## src/rtl/packed_pixel_unpack_line_reorder_assert.svh

```systemverilog
// Assertion macros shared by the pixel unpack / line reorder RTL.
// Included by the modules that check their own logic; needs nothing else.
`ifndef PACKED_PIXEL_UNPACK_LINE_REORDER_ASSERT_SVH
`define PACKED_PIXEL_UNPACK_LINE_REORDER_ASSERT_SVH

// Condition holds at every clock edge outside reset.
`define PPUL_ASSERT_ALWAYS(label, clk, rstn, cond) \
    label: assert property (@(posedge clk) disable iff (!rstn) (cond)) \
        else $error("ppul assertion failed");

// Consequent holds in the same cycle as the antecedent.
`define PPUL_ASSERT_IMPLY(label, clk, rstn, ante, cons) \
    label: assert property (@(posedge clk) disable iff (!rstn) (ante) |-> (cons)) \
        else $error("ppul assertion failed");

`endif

```

## src/rtl/ppul_pkg.sv

```systemverilog
// Shared types and constants for the pixel unpack / line reorder block.
// No dependencies; imported by every module of the block.
package ppul_pkg;

    localparam int MAX_WIDTH_DEF  = 4096;
    localparam int MAX_HEIGHT_DEF = 4096;
    localparam int QUEUE_DEPTH    = 4;

    localparam int WORD_W    = 32;
    localparam int PIX_W     = 16;
    localparam int LG_W      = 10;
    localparam int FL_W      = 13;
    localparam int ROW_W     = 12;
    localparam int COL_W_OUT = 11;
    localparam int CFG_IDX_W = 2;
    localparam int CFG_DAT_W = 13;
    localparam int OUT_DAT_W = 56;

    // Configuration register indexes
    localparam logic [CFG_IDX_W-1:0] REG_PACKED_MODE = 2'd0;
    localparam logic [CFG_IDX_W-1:0] REG_LINE_GROUPS = 2'd1;
    localparam logic [CFG_IDX_W-1:0] REG_FRAME_LINES = 2'd2;

    localparam logic            PACKED_MODE_RST = 1'b1;
    localparam logic [LG_W-1:0] LINE_GROUPS_RST = 10'd512;
    localparam logic [FL_W-1:0] FRAME_LINES_RST = 13'd4096;

    // One queue entry: one pixel pair, or two when the word closes a packed triple
    typedef struct packed {
        logic             dbl;
        logic [PIX_W-1:0] b1;
        logic [PIX_W-1:0] a1;
        logic [PIX_W-1:0] b0;
        logic [PIX_W-1:0] a0;
    } pair_entry_t;

endpackage

```

## src/rtl/ppul_front.sv

```systemverilog
// Front end: accepts stream words and unpacks them into pixel pair entries.
// Depends on ppul_pkg and the assertion macro header.
module ppul_front (
    input  logic                         aclk,
    input  logic                         aresetn,
    input  logic                         restart,
    input  logic                         packed_mode,
    input  logic                         s_tvalid,
    output logic                         s_tready,
    input  logic [ppul_pkg::WORD_W-1:0]  s_tdata,   // [31:0] stream_word
    input  logic                         q_full,
    output logic                         q_push,
    output ppul_pkg::pair_entry_t        q_entry
);
    import ppul_pkg::*;

    typedef enum logic [2:0] {
        PH_FIRST  = 3'b001,
        PH_SECOND = 3'b010,
        PH_THIRD  = 3'b100
    } phase_t;

    phase_t      phase_reg, phase_next;
    logic [11:0] carry_reg, carry_next;
    logic [3:0]  nib_reg, nib_next;
    logic [WORD_W-1:0] w;

    assign w        = s_tdata;
    assign s_tready = !q_full;
    assign q_push   = s_tvalid && s_tready;

    always_comb begin
        q_entry    = '0;
        phase_next = phase_reg;
        carry_next = carry_reg;
        nib_next   = nib_reg;
        if (!packed_mode) begin
            q_entry.a0 = w[15:0];
            q_entry.b0 = w[31:16];
            phase_next = PH_FIRST;
        end else begin
            unique case (phase_reg)
                PH_FIRST: begin
                    q_entry.a0 = {4'd0, w[15:4]};
                    q_entry.b0 = {4'd0, w[3:0], w[31:24]};
                    carry_next = {w[23:16], 4'd0};
                    phase_next = PH_SECOND;
                end
                PH_SECOND: begin
                    q_entry.a0 = {4'd0, carry_reg[11:4], w[15:12]};
                    q_entry.b0 = {4'd0, w[11:0]};
                    carry_next = w[31:20];
                    nib_next   = w[19:16];
                    phase_next = PH_THIRD;
                end
                PH_THIRD: begin
                    // close the triple: the carried pair, then the fresh pair
                    q_entry.dbl = 1'b1;
                    q_entry.a0  = {4'd0, carry_reg};
                    q_entry.b0  = {4'd0, nib_reg, w[15:8]};
                    q_entry.a1  = {4'd0, w[7:0], w[31:28]};
                    q_entry.b1  = {4'd0, w[27:16]};
                    phase_next  = PH_FIRST;
                end
                default: begin
                    phase_next = PH_FIRST;
                end
            endcase
        end
    end

    always_ff @(posedge aclk) begin
        if (!aresetn || restart) begin
            phase_reg <= PH_FIRST;
        end else if (q_push) begin
            phase_reg <= phase_next;
        end
    end

    always_ff @(posedge aclk) begin
        if (q_push) begin
            carry_reg <= carry_next;
            nib_reg   <= nib_next;
        end
    end

`include "packed_pixel_unpack_line_reorder_assert.svh"
    `PPUL_ASSERT_IMPLY(a_unpacked_phase, aclk, aresetn, !packed_mode, phase_reg == PH_FIRST)

endmodule

```

## src/rtl/ppul_fifo.sv

```systemverilog
// Short queue of pair entries between the front and back ends.
// Depends on ppul_pkg and the assertion macro header.
module ppul_fifo #(
    parameter int DEPTH = ppul_pkg::QUEUE_DEPTH
) (
    input  logic                  aclk,
    input  logic                  aresetn,
    input  logic                  flush,
    input  logic                  push,
    input  ppul_pkg::pair_entry_t push_entry,
    output logic                  full,
    output logic                  valid,
    input  logic                  pop,
    output ppul_pkg::pair_entry_t head
);
    import ppul_pkg::*;

    localparam int AW = (DEPTH > 1) ? $clog2(DEPTH) : 1;

    pair_entry_t   mem_reg [DEPTH];
    logic [AW:0]   wr_ptr_reg, rd_ptr_reg;

    assign valid = (wr_ptr_reg != rd_ptr_reg);
    assign full  = (wr_ptr_reg[AW] != rd_ptr_reg[AW]) &&
                   (wr_ptr_reg[AW-1:0] == rd_ptr_reg[AW-1:0]);
    assign head  = mem_reg[rd_ptr_reg[AW-1:0]];

    always_ff @(posedge aclk) begin
        if (!aresetn || flush) begin
            wr_ptr_reg <= '0;
            rd_ptr_reg <= '0;
        end else begin
            if (push) begin
                wr_ptr_reg <= wr_ptr_reg + 1'b1;
            end
            if (pop) begin
                rd_ptr_reg <= rd_ptr_reg + 1'b1;
            end
        end
    end

    always_ff @(posedge aclk) begin
        if (push) begin
            mem_reg[wr_ptr_reg[AW-1:0]] <= push_entry;
        end
    end

`include "packed_pixel_unpack_line_reorder_assert.svh"
    `PPUL_ASSERT_IMPLY(a_no_push_full, aclk, aresetn, push, !full)
    `PPUL_ASSERT_IMPLY(a_no_pop_empty, aclk, aresetn, pop, valid)

endmodule

```

## src/rtl/ppul_back.sv

```systemverilog
// Back end: places each pixel pair in the frame (row, column, frame end)
// and holds it in the result register. Depends on ppul_pkg and the macro header.
module ppul_back #(
    parameter int MAX_WIDTH  = ppul_pkg::MAX_WIDTH_DEF,
    parameter int MAX_HEIGHT = ppul_pkg::MAX_HEIGHT_DEF
) (
    input  logic                            aclk,
    input  logic                            aresetn,
    input  logic                            restart,
    input  logic [ppul_pkg::LG_W-1:0]       line_groups,
    input  logic [ppul_pkg::FL_W-1:0]       frame_lines,
    input  logic                            q_valid,
    input  ppul_pkg::pair_entry_t           q_head,
    output logic                            q_pop,
    output logic                            m_tvalid,
    input  logic                            m_tready,
    output logic [ppul_pkg::OUT_DAT_W-1:0]  m_tdata,
    output logic                            m_tlast,
    output logic                            m_tuser
);
    import ppul_pkg::*;

    localparam int MAXG = MAX_WIDTH / 8;
    localparam int COL_W = $clog2(MAX_WIDTH / 2);
    localparam int H_W   = (MAX_HEIGHT > 2) ? $clog2(MAX_HEIGHT) : 1;
    localparam int LP_W  = (MAX_HEIGHT >= 4) ? $clog2(MAX_HEIGHT / 2) : 1;

    // frame geometry from the raw registers
    logic [11:0]      g_clip, g_eff;
    logic [14:0]      h_clip, h_eff;
    logic [COL_W-1:0] last_col;
    logic [LP_W-1:0]  last_lp;
    logic [H_W-1:0]   rows_m1;

    always_comb begin
        g_clip = (line_groups == '0) ? 12'd1 : {2'b00, line_groups};
        g_eff  = (g_clip > 12'(MAXG)) ? 12'(MAXG) : g_clip;
        h_clip = (frame_lines < 13'd2) ? 15'd2 : {2'b00, frame_lines};
        h_eff  = (h_clip > 15'(MAX_HEIGHT)) ? 15'(MAX_HEIGHT) : h_clip;
    end

    assign last_col = COL_W'({g_eff, 2'b00} - 14'd1);
    assign last_lp  = LP_W'((h_eff >> 1) - 15'd1);
    assign rows_m1  = H_W'(h_eff - 15'd1);

    // position state
    logic [COL_W-1:0] col_reg, col_next;
    logic [LP_W-1:0]  lp_reg, lp_next;
    logic             bottom_reg, bottom_next;
    logic             half_reg;
    logic             fend;
    logic [H_W-1:0]   row;

    // result register
    logic                 m_valid_reg;
    logic [PIX_W-1:0]     first_reg, second_reg;
    logic [ROW_W-1:0]     row_reg;
    logic [COL_W_OUT-1:0] col_out_reg;
    logic                 fend_reg, last_reg;

    logic load;
    logic run_last;

    assign load     = q_valid && (!m_valid_reg || m_tready);
    assign run_last = !q_head.dbl || half_reg;
    assign q_pop    = load && run_last;
    assign row      = bottom_reg ? (rows_m1 - H_W'(lp_reg)) : H_W'(lp_reg);

    always_comb begin
        col_next    = col_reg + 1'b1;
        lp_next     = lp_reg;
        bottom_next = bottom_reg;
        fend        = 1'b0;
        if (col_reg == last_col) begin
            col_next = '0;
            if (bottom_reg) begin
                bottom_next = 1'b0;
                if (lp_reg == last_lp) begin
                    lp_next = '0;
                    fend    = 1'b1;
                end else begin
                    lp_next = lp_reg + 1'b1;
                end
            end else begin
                bottom_next = 1'b1;
            end
        end
    end

    always_ff @(posedge aclk) begin
        if (!aresetn || restart) begin
            col_reg    <= '0;
            lp_reg     <= '0;
            bottom_reg <= 1'b0;
            half_reg   <= 1'b0;
        end else if (load) begin
            col_reg    <= col_next;
            lp_reg     <= lp_next;
            bottom_reg <= bottom_next;
            half_reg   <= q_head.dbl && !half_reg;
        end
    end

    always_ff @(posedge aclk) begin
        if (!aresetn) begin
            m_valid_reg <= 1'b0;
        end else if (load) begin
            m_valid_reg <= 1'b1;
        end else if (m_tready) begin
            m_valid_reg <= 1'b0;
        end
    end

    always_ff @(posedge aclk) begin
        if (load) begin
            first_reg   <= half_reg ? q_head.a1 : q_head.a0;
            second_reg  <= half_reg ? q_head.b1 : q_head.b0;
            row_reg     <= ROW_W'(row);
            col_out_reg <= COL_W_OUT'(col_reg);
            fend_reg    <= fend;
            last_reg    <= run_last;
        end
    end

    assign m_tvalid = m_valid_reg;
    assign m_tdata  = {1'b0, col_out_reg, row_reg, second_reg, first_reg};
    assign m_tlast  = fend_reg;
    assign m_tuser  = last_reg;

`include "packed_pixel_unpack_line_reorder_assert.svh"
    `PPUL_ASSERT_IMPLY(a_frame_end_word_end, aclk, aresetn, m_valid_reg && fend_reg, last_reg)
    `PPUL_ASSERT_IMPLY(a_half_holds_entry, aclk, aresetn, half_reg, q_valid && q_head.dbl)
    `PPUL_ASSERT_ALWAYS(a_col_in_line, aclk, aresetn, col_reg <= last_col)

endmodule

```

## src/rtl/packed_pixel_unpack_line_reorder.sv

```systemverilog
// Top level of the packed pixel unpack / top-bottom line reorder block.
// Depends on ppul_pkg, ppul_front, ppul_fifo and ppul_back.
//
//  channel  | direction | handshake            | payload
//  ---------+-----------+----------------------+-----------------------------------------
//  s_       | in        | s_tvalid / s_tready  | s_tdata: stream word
//  m_       | out       | m_tvalid / m_tready  | m_tdata: pixels, row, column; tlast; tuser
//  cfg_     | in        | cfg_valid / cfg_ready| cfg_index, cfg_data
//
// Cycles: one result leaves per cycle from the result register while m_tready
// is high; a word enters per cycle while the four-entry pair queue has room.
// A 16-bit word is one result, so the stream then runs at one word per cycle;
// a packed triple of three words is four results, so packed words are held back
// by the single result port. Words pass the pair queue, then the result register.
// Reset: synchronous, active low; registers return to packed mode, 512 groups,
// 4096 lines, and the frame position returns to the top-left pair.
// Stalls: m_tready low holds the result register; the queue absorbs words
// until full, then s_tready drops. Any write to a defined register restarts
// the frame; the configuration port is always ready.
module packed_pixel_unpack_line_reorder #(
    parameter int MAX_WIDTH  = ppul_pkg::MAX_WIDTH_DEF,
    parameter int MAX_HEIGHT = ppul_pkg::MAX_HEIGHT_DEF
) (
    input  logic                             aclk,
    input  logic                             aresetn,
    // input stream
    input  logic                             s_tvalid,
    output logic                             s_tready,
    input  logic [ppul_pkg::WORD_W-1:0]      s_tdata,   // [31:0] stream_word
    // result stream
    output logic                             m_tvalid,
    input  logic                             m_tready,
    // [15:0] pixel_first, [31:16] pixel_second, [43:32] dest_row,
    // [54:44] pair_column, [55] zero
    output logic [ppul_pkg::OUT_DAT_W-1:0]   m_tdata,
    output logic                             m_tlast,   // frame_end
    output logic                             m_tuser,   // [0] run_last
    // configuration writes
    input  logic                             cfg_valid,
    output logic                             cfg_ready,
    input  logic [ppul_pkg::CFG_IDX_W-1:0]   cfg_index,
    input  logic [ppul_pkg::CFG_DAT_W-1:0]   cfg_data
);
    import ppul_pkg::*;

    logic              packed_mode_reg;
    logic [LG_W-1:0]   line_groups_reg;
    logic [FL_W-1:0]   frame_lines_reg;
    logic              cfg_write;
    logic              restart;

    pair_entry_t       push_entry, q_head;
    logic              q_push, q_full, q_valid, q_pop;

    assign cfg_ready = 1'b1;
    assign cfg_write = cfg_valid && cfg_ready;

    // Restart the frame on a write to any defined register; drop other writes.
    always_comb begin
        unique case (cfg_index) inside
            REG_PACKED_MODE,
            REG_LINE_GROUPS,
            REG_FRAME_LINES: restart = cfg_write;
            default:         restart = 1'b0;
        endcase
    end

    always_ff @(posedge aclk) begin
        if (!aresetn) begin
            packed_mode_reg <= PACKED_MODE_RST;
            line_groups_reg <= LINE_GROUPS_RST;
            frame_lines_reg <= FRAME_LINES_RST;
        end else if (cfg_write) begin
            unique case (cfg_index)
                REG_PACKED_MODE: packed_mode_reg <= cfg_data[0];
                REG_LINE_GROUPS: line_groups_reg <= cfg_data[LG_W-1:0];
                REG_FRAME_LINES: frame_lines_reg <= cfg_data[FL_W-1:0];
                default: begin
                end
            endcase
        end
    end

    // Front: classify words by triple phase and unpack into pair entries.
    ppul_front u_front (
        .aclk        (aclk),
        .aresetn     (aresetn),
        .restart     (restart),
        .packed_mode (packed_mode_reg),
        .s_tvalid    (s_tvalid),
        .s_tready    (s_tready),
        .s_tdata     (s_tdata),
        .q_full      (q_full),
        .q_push      (q_push),
        .q_entry     (push_entry)
    );

    // Queue: decouple word intake from result delivery.
    ppul_fifo #(
        .DEPTH (QUEUE_DEPTH)
    ) u_fifo (
        .aclk       (aclk),
        .aresetn    (aresetn),
        .flush      (restart),
        .push       (q_push),
        .push_entry (push_entry),
        .full       (q_full),
        .valid      (q_valid),
        .pop        (q_pop),
        .head       (q_head)
    );

    // Back: place each pair in the frame and drive the result transfer.
    ppul_back #(
        .MAX_WIDTH  (MAX_WIDTH),
        .MAX_HEIGHT (MAX_HEIGHT)
    ) u_back (
        .aclk        (aclk),
        .aresetn     (aresetn),
        .restart     (restart),
        .line_groups (line_groups_reg),
        .frame_lines (frame_lines_reg),
        .q_valid     (q_valid),
        .q_head      (q_head),
        .q_pop       (q_pop),
        .m_tvalid    (m_tvalid),
        .m_tready    (m_tready),
        .m_tdata     (m_tdata),
        .m_tlast     (m_tlast),
        .m_tuser     (m_tuser)
    );

endmodule

```

## config.mk

```make
export PLATFORM = sky130hd
export DESIGN_NAME = packed_pixel_unpack_line_reorder
export DESIGN_NICKNAME = d
export VERILOG_FILES = /design/src/rtl/ppul_pkg.sv /design/src/rtl/ppul_front.sv /design/src/rtl/ppul_fifo.sv /design/src/rtl/ppul_back.sv /design/src/rtl/packed_pixel_unpack_line_reorder.sv
export VERILOG_INCLUDE_DIRS = /design/src /design/src/rtl
export SDC_FILE = /design/constraint.sdc
export NUM_CORES = 1
export LEC_CHECK = 0
export BUFFER_PORTS_ARGS = -buffer_cell sky130_fd_sc_hd__buf_2
export CAP_MARGIN = 15
export CORE_MARGIN = 2
export CORE_UTILIZATION = 25
export DETAILED_ROUTE_END_ITERATION = 16
export PLACE_DENSITY = 0.43
export SLEW_MARGIN = 10
export SYNTH_ARGS = -nofsm -noshare
export SYNTH_HDL_FRONTEND = slang
export SYNTH_SLANG_ARGS = --single-unit
```

## constraint.sdc

```tcl
create_clock -name aclk -period 4.4 [get_ports aclk]
set_clock_uncertainty 0.05 [all_clocks]
set_input_delay 0.44 -clock aclk [delete_from_list [all_inputs] [get_ports aclk]]
set_output_delay 0.44 -clock aclk [all_outputs]
set_load 0.01 [all_outputs]
```

==> impl_metrics.csv, run 1 <==
group,metric,value,unit
detailed_routing,wl_met3,2.02,mm
timing,max-slew-margin-rel,0.334,
synth,async_flop_share,0,
timing,setup_tns,0,ns
worst_setup_path,start_kind,"flip-flop",
cts,cts_buffers,41,
final_layout,drive_gt1_frac,0.235,
global_route,gr-total-overflow,0,
cts,cts_tree,"yes",
power_and_ir_drop,seqPwrFrac,0.486,
detailed_routing,m1WireLength,18.8,mm
cts,cts-root-buf,"clkbuf_16",
timing,setup_viol,0,
die,fp-row-count,92,
cts,insertion_delay,0.57,ns
power_and_ir_drop,sw_frac_of_total,0.235,
die,ioPinCount,113,
worst_setup_path,path_class,"reg -> reg",
synth,netlist_top_cells_area,"edfxtp_1, mux4_2, dfxtp_1, nand2_1, nor2_1",
synth,synth_xor_area_frac,0.0269,
synth,synth_top_cell_by_area,"edfxtp_1",
power_and_ir_drop,p_comb_frac,0.086,
worst_setup_path,critPathLaunch,"frame_lines_reg[7]$_SDFFE_PN0P_",
die,dieArea,0.0658,mm2
run_status,status,"completed",
detailed_routing,post_drt_wl_per_cell,19.3,um
synth,netlist.area_leader.share,0.567,
global_route,antenna_found_initial,3,
cts,cts_hold_buf,0,
power_and_ir_drop,p_int,6.28,mW
detailed_routing,wl,41.2,mm
worst_setup_path,crit_fanout,8,
detailed_routing,wl_met2,19.5,mm
detailed_routing,viasPerCell,4.56,
cts,cts_setup_buffers,0,
power_and_ir_drop,ir_worst_vdd,0.293,mV
detailed_routing,vias,9728,
place,hpwlAfterDp,26.9,mm
global_route,grt_pass1_vias,10000,
final_layout,area_delta_synth_final,18.4,%
timing,finalCritPeriodShare,0.841,
synth,syn-cell-area,0.0159,mm2
synth,synthFlopType,"edfxtp_1",
final_layout,multi_input_area,0.00529,mm2
worst_setup_path,cp.arrival,4.05,ns
worst_setup_path,cp.required,4.75,ns
timing,max_clock_freq,270,MHz
die,fp.dieW,256,um
final_layout,n_fill_cell,6428,
timing,hold_violations,0,
synth,synth_mux_area_frac,0.0995,
min_path,min_from,"s_tdata[19]",
synth,synth-simple-area-share,0.111,
place,dp_slack,0.774,ns
final_layout,largest_reg_flops,228,
power_and_ir_drop,leakage,6.39,nW
die,core-area,0.0631,mm2
place,gp_congestion,0.830,
timing,drv_slew,0,
global_route,grt_use_total,0.125,
global_route,grt_pass1_wl,62.8,mm
synth,yosysSeqAreaShare,0.642,
detailed_routing,antenna_left,0,
cts,cts_max_path_buffers,3,
min_path,worstHoldPathType,"in -> reg",
power_and_ir_drop,p_per_area,435,mW/mm2
synth,ys_seq_elements,361,
final_layout,n_antenna_cell,0,
detailed_routing,route.detailed.drc,0,
timing,tightest_slew,1.00,ns
cts,cts_sinks,361,
synth,synth_compound_area_frac,0.0747,
place,io_buffers,110,
worst_setup_path,r2r-start,"frame_lines_reg[7]$_SDFFE_PN0P_",
synth,syn_nets,1222,
final_layout,fin_nets,1329,
synth,ys_types,70,
cts,cts.repair.resized,0,
final_layout,seqCellArea,0.0102,mm2
detailed_routing,drtIter0Drc,643,
worst_setup_path,endpoint_kind,"flip-flop",
timing,worst_slack,0.701,ns
flow_run,cap_violations,0,
die,start_util,0.253,
synth,synth-edff-count,301,
detailed_routing,top_layer_used,"met5",
synth,syn_inst,1149,
cts,htreeDepth,2,
synth,synth_top_family_by_area,"simple AND/OR/NAND/NOR gates",
detailed_routing,first_pass_iters,5,
synth,yosysWarnings,0,
timing,fin_crit,3.70,ns
synth,postSynthAreaPerCell,13.9,um2
power_and_ir_drop,clkPwrFrac,0.428,
die,fp.dieH,256,um
synth,synth_fa_ha_area_frac,0.0170,
power_and_ir_drop,p_switching,1.93,mW
timing,rsz0062_at_grt,"no",
cts,clkTransAtPathRegs,0.06,ns
global_route,grt_start_max_net_pins,58,
placed cells by master, fill, tap and decap left out, types with 4 or more instances in the layout:
| master | n |
|---|---|
| and2_1 | 33 |
| nand4_1 | 11 |
| nor4_1 | 5 |
| o211a_1 | 4 |
| xor2_1 | 21 |
| buf_2 | 110 |
| a21boi_0 | 22 |
| ha_1 | 20 |
| o21ai_0 | 27 |
| inv_1 | 45 |
| nand2b_1 | 6 |
| or3_1 | 7 |
| nand2_1 | 85 |
| clkinv_2 | 8 |
| nor3_1 | 21 |
| dfxtp_1 | 57 |
| xnor2_1 | 28 |
| nand3_1 | 13 |
| mux2_2 | 25 |
| and3_1 | 9 |
| or2_2 | 5 |
| clkbuf_16 | 42 |
| clkbuf_1 | 8 |
| bufinv_16 | 5 |
| buf_4 | 19 |
| and3_2 | 4 |
| mux4_2 | 57 |
| a22oi_1 | 24 |
| o211ai_1 | 6 |
| edfxtp_1 | 301 |
| clkinv_1 | 6 |
| o22ai_1 | 16 |
| a21oi_1 | 45 |
| o21a_1 | 5 |
| nor2b_1 | 32 |
| nor2_1 | 78 |
Yosys cell counts, drive strengths merged, types with 5 or more instances:
cell    instances
a22oi          24
buf            16
a21boi         22
nor2b          33
xnor2          28
nor4            8
o21a            5
clkbuf         51
inv            45
and3           13
mux4           57
edfxtp        301
ha             20
and2           33
or2             5
nor2           78
o211ai          6
nand2b          6
o22ai          16
mux2           25
o21ai          28
nor3           21
xor2           21
or3             7
dfxtp          60
or4             5
nand2          86
a21oi          45
nand3          13
nand4          12
power by group through the flow:
stage / combinational, mW / clock (mW) / sequential [mW]
6_report: 0.705 / 3.52 / 3.99
5_1_grt: 0.775 / 3.77 / 4.01
3_3_place_gp: 0.721 / 0 / 4.07
3_5_place_dp: 0.722 / 0 / 4.07
4_1_cts: 0.725 / 3.64 / 4.00
2_1_floorplan: 0.427 / 0 / 4.05
path summary, 6_finish.rpt:
check | end | slack, ns | cells after the start
worst max-delay path | u_back.m_tlast$_SDFFCE_PN0P_ | 0.70 | 10
worst min register to register | frame_lines_reg[0]$_SDFFE_PN0P_ | 0.46 | 2
worst max register to register | u_back.m_tlast$_SDFFCE_PN0P_ | 0.70 | 10
worst min-delay path | u_front.nib_reg[3]$_DFFE_PP_ | 0.06 | 1
through the flow:
| stage | std cells | util | hold WS, ns | power (mW) | instance area [um2] |
|---|---|---|---|---|---|
| 2_1_floorplan | 1149 | - | 0.356 | 4.48 | 15900 |
| 3_3_place_gp | 2059 | 0.277 | 0.445 | 4.79 | 17500 |
| 3_5_place_dp | 2059 | 0.277 | 0.445 | 4.79 | 17500 |
| 4_1_cts | 2135 | 0.299 | 0.0208 | 8.37 | 18900 |
| 5_1_grt | 2135 | 0.299 | 0.0372 | 8.56 | 18900 |
| 6_report | 2135 | 0.299 | 0.0641 | 8.22 | 18900 |
kinds of logic after synthesis:
| kind of cell | after synthesis |
|---|---|
| mux | 84 |
| simple gates | 339 |
| flops | 361 |
| other cells | 2 |
| fa+ha+maj | 21 |
| compound gates | 181 |
| buf+inv | 112 |
| xor+xnor | 49 |
metal layers:
metal / global-route usage / up-vias
met1: 0.169 / 4879
li1: - / 4542
met4: 0.0363 / 2
met5: 0 / -
met3: 0.0216 / 58
met2: 0.206 / 247
cell type report:
| cell class | count | area share |
|---|---|---|
| multi-input combinational | 676 | 0.280 |
| timing repair buffer | 131 | 0.0388 |
| inverter | 45 | 0.00895 |
| clock buffer | 52 | 0.0587 |
| clock inverter | 24 | 0.0145 |
| tap | 846 | 0.0561 |
| sequential | 361 | 0.543 |
critical path, stage by stage (launching register included):
cell     delay [ns]
dfxtp_1        0.38
nor4_2         0.51
a41oi_1        0.43
ha_1           0.43
inv_1          0.12
nor2_1         0.07
or4_1          0.49
and3_1         0.18
nor4b_1        0.47
and2_1         0.22
nor3b_1        0.18
Power figures use the tool's default switching activity.
==> inputs of run 2 (changes only) <==
Settings changed: ABC_AREA set to 1.
Clock period 4.4 ns to 3.5 ns, I/O delays scaled along.
==> impl_metrics.csv, run 2 <==
group,metric,value,unit
power_and_ir_drop,p_per_area,574,mW/mm2
min_path,min_to,"u_front.carry_reg[10]$_DFFE_PP_",
cts,cts_buffers,43,
synth,netlist_top_cells_area,"edfxtp_1, nor2_1, dfxtp_1, o21ai_0, nand2_1",
timing,setup_tns,0,ns
final_layout,final-instance-count-excl-fill,2573,
worst_setup_path,critPathSlowestCell,"fa_1",
worst_setup_path,cp.required,3.76,ns
detailed_routing,antenna_left,0,
timing,finalCritPeriodShare,0.897,
final_layout,utilization,0.303,
global_route,grt_pass1_wl,69.2,mm
final_layout,area_delta_synth_final,19.8,%
timing,tightest_slew,0.858,ns
synth,yosysWarnings,0,
place,dp_slack,0.161,ns
cts,cts_tree,"yes",
die,fp.dieH,256,um
worst_setup_path,start_kind,"flip-flop",
timing,fin_crit,3.14,ns
worst_setup_path,path_class,"reg -> reg",
flow_run,cap_violations,0,
final_layout,fin_nets,1769,
global_route,grt_start_max_net_pins,115,
synth,synthTopCellsByCount,"nor2_1, edfxtp_1, o21ai_0, nand2_1, inv_1",
synth,synth-edff-count,301,
power_and_ir_drop,total_power,10.9,mW
synth,syn_inst,1563,
cts,cts_max_path_buffers,3,
detailed_routing,drtIter0Drc,665,
synth,synth.most_common_cell,"nor2_1",
synth,ys_types,44,
place,hpwlAfterDp,29.0,mm
synth,syn_nets,1636,
cts,htreeDepth,2,
worst_setup_path,reg2reg_depth,21,
worst_setup_path,worst_r2r_endpoint,"u_back.row_reg[10]$_DFFE_PP_",
place,place_inst,2479,
die,start_util,0.253,
final_layout,final_common_cell,"nor2_1",
run_status,status,"completed",
worst_setup_path,r2r-start,"frame_lines_reg[3]$_SDFFE_PN0P_",
synth,netlist.area_leader.share,0.568,
detailed_routing,first_pass_iters,5,
synth,synthFlopType,"edfxtp_1",
final_layout,n_fill_cell,6551,
synth,syn-cell-area,0.0159,mm2
global_route,antenna_found_initial,4,
worst_setup_path,endpoint_kind,"flip-flop",
final_layout,seqCellArea,0.0102,mm2
timing,worst_slack,0.361,ns
min_path,holdPathStages,3,
cts,insertion_delay,0.59,ns
power_and_ir_drop,ir_worst_vdd,0.326,mV
synth,postSynthAreaPerCell,10.2,um2
cts,cts-root-buf,"clkbuf_16",
final_layout,multi_input_area,0.00493,mm2
worst_setup_path,path_common_cell,"nor2_1",
power_and_ir_drop,leakage,7.19,nW
place,gp_congestion,0.815,
timing,max-slew-margin-rel,0.421,
die,fp-row-count,92,
cts,cts_sinks,361,
timing,hold_violations,0,
die,core-area,0.0630,mm2
worst_setup_path,rrSetupSlack,0.36,ns
worst_setup_path,cp.arrival,3.40,ns
detailed_routing,route.detailed.drc,0,
worst_setup_path,crit_fanout,4,
cts,cts_setup_buffers,0,
global_route,grt_pass1_vias,11300,
timing,drv_slew,0,
synth,synth_top_cell_by_area,"edfxtp_1",
global_route,gr-total-overflow,0,
worst_setup_path,critPathMaxStageDelay,0.41,ns
detailed_routing,vias,11500,
die,fp.dieW,256,um
cts,clkTransAtPathRegs,0.06,ns
timing,rsz0062_at_grt,"no",
worst_setup_path,crit_chain,"nor2_1 -> inv_1 -> nor2_1 -> nand2_1 -> nand4_1 -> nand2_2 -> inv_1 -> nor2_1 -> ha_1 -> inv_1 -> fa_1 -> o31ai_2 -> nand2_1 -> nand2_1 -> a21oi_1 -> o21ai_2 -> a21oi_1 -> nor2_1 -> nor2_1 -> xor2_1 -> o21ai_0",
min_path,min_from,"s_tdata[30]",
timing,max_clock_freq,319,MHz
final_layout,largest_reg_flops,228,
final_layout,n_antenna_cell,0,
detailed_routing,wl,45.1,mm
min_path,worstHoldPathType,"in -> reg",
synth,ys_seq_elements,361,
detailed_routing,viasPerCell,4.48,
die,dieArea,0.0656,mm2
final_layout,mostFrequentLayoutCells,"nor2_1, edfxtp_1, o21ai_0",
synth,yosysSeqAreaShare,0.644,
detailed_routing,post_drt_wl_per_cell,17.5,um
global_route,grt_use_total,0.136,
timing,setup_viol,0,
place,io_buffers,110,
final_layout,drive_gt1_frac,0.134,
synth,async_flop_share,0,
die,ioPinCount,113,
-- run 2: metal layers --
| layer | track usage | routed length [um] | vias up |
|---|---|---|---|
| met5 | 0 | 42 | - |
| met4 | 0.0400 | 1110 | 8 |
| met3 | 0.0296 | 2070 | 73 |
| met2 | 0.223 | 21100 | 222 |
| met1 | 0.179 | 20900 | 5580 |
| li1 | - | - | 5639 |
-- run 2: per-stage QoR --
| step | area (um2) | hold WS, ns |
|---|---|---|
| after global placement | 17500 | 0.417 |
| after CTS | 19000 | 0.00252 |
| after global routing | 19100 | 0.0320 |
| after floorplan | 15900 | 0.380 |
| final | 19100 | 0.0366 |
| after detailed placement | 17500 | 0.416 |
-- run 2: worst max path at each step --
stage | from | end | slack (ns) | depth (start not counted)
after floorplan | u_fifo.wr_ptr_reg[0]$_SDFFE_PP0P_ | u_fifo.mem_reg[0][0]$_DFFE_PP_ | -0.40 | 7
after global placement | frame_lines_reg[7]$_SDFFE_PN0P_ | u_back.row_reg[10]$_DFFE_PP_ | 0.21 | 21
after detailed placement | frame_lines_reg[7]$_SDFFE_PN0P_ | u_back.row_reg[10]$_DFFE_PP_ | 0.16 | 21
after CTS | frame_lines_reg[7]$_SDFFE_PN0P_ | u_back.row_reg[10]$_DFFE_PP_ | 0.16 | 21
after global routing | frame_lines_reg[3]$_SDFFE_PN0P_ | u_back.row_reg[10]$_DFFE_PP_ | 0.02 | 21
final | frame_lines_reg[3]$_SDFFE_PN0P_ | u_back.row_reg[10]$_DFFE_PP_ | 0.36 | 21
-- run 2: cell families (layout without fill, tap and decap cells) --
family / count (synthesis) / count (layout) / synth area share
AND/OR/NAND/NOR: 604 / 604 / 0.154
XOR/XNOR: 33 / 33 / 0.0182
adder cells (fa/ha/maj): 21 / 21 / 0.0170
buffers and inverters: 203 / 367 / 0.0492
AO/OA/AOI/OAI: 339 / 339 / 0.117
flip-flops: 361 / 361 / 0.644
other: 2 / 2 / 0.000472
-- run 2: worst max-delay path: cells and delay by family (launching register included) --
family	cells	cell delay, ns
buffers and inverters	3	0.21
AND/OR/NAND/NOR	10	0.80
flip-flops	1	0.38
adder cells (fa/ha/maj)	2	0.59
XOR/XNOR	1	0.11
AO/OA/AOI/OAI	5	0.71
-- run 2: timing repair --
item	4_1_cts	5_1_grt
endpoints found under the setup margin	0	2
resized for setup	0	5
endpoints found under the hold margin	23	0
hold buffers	18	0
-- run 2: where the power goes --
| part | switching [mW] | leakage [nW] | internal [mW] |
|---|---|---|---|
| registers | 0.112 | 3.32 | 5.04 |
| clock network | 1.84 | 0.647 | 2.42 |
| logic | 1.04 | 3.22 | 0.478 |
-- run 2: layout make-up --
class | instances | share of cell area
Timing Repair Buffer | 159 | 0.0525
Clock inverter | 20 | 0.00834
Tap cell | 846 | 0.0556
Clock buffer | 56 | 0.0607
Multi-Input combinational cell | 999 | 0.259
Inverter | 132 | 0.0261
Sequential cell | 361 | 0.538
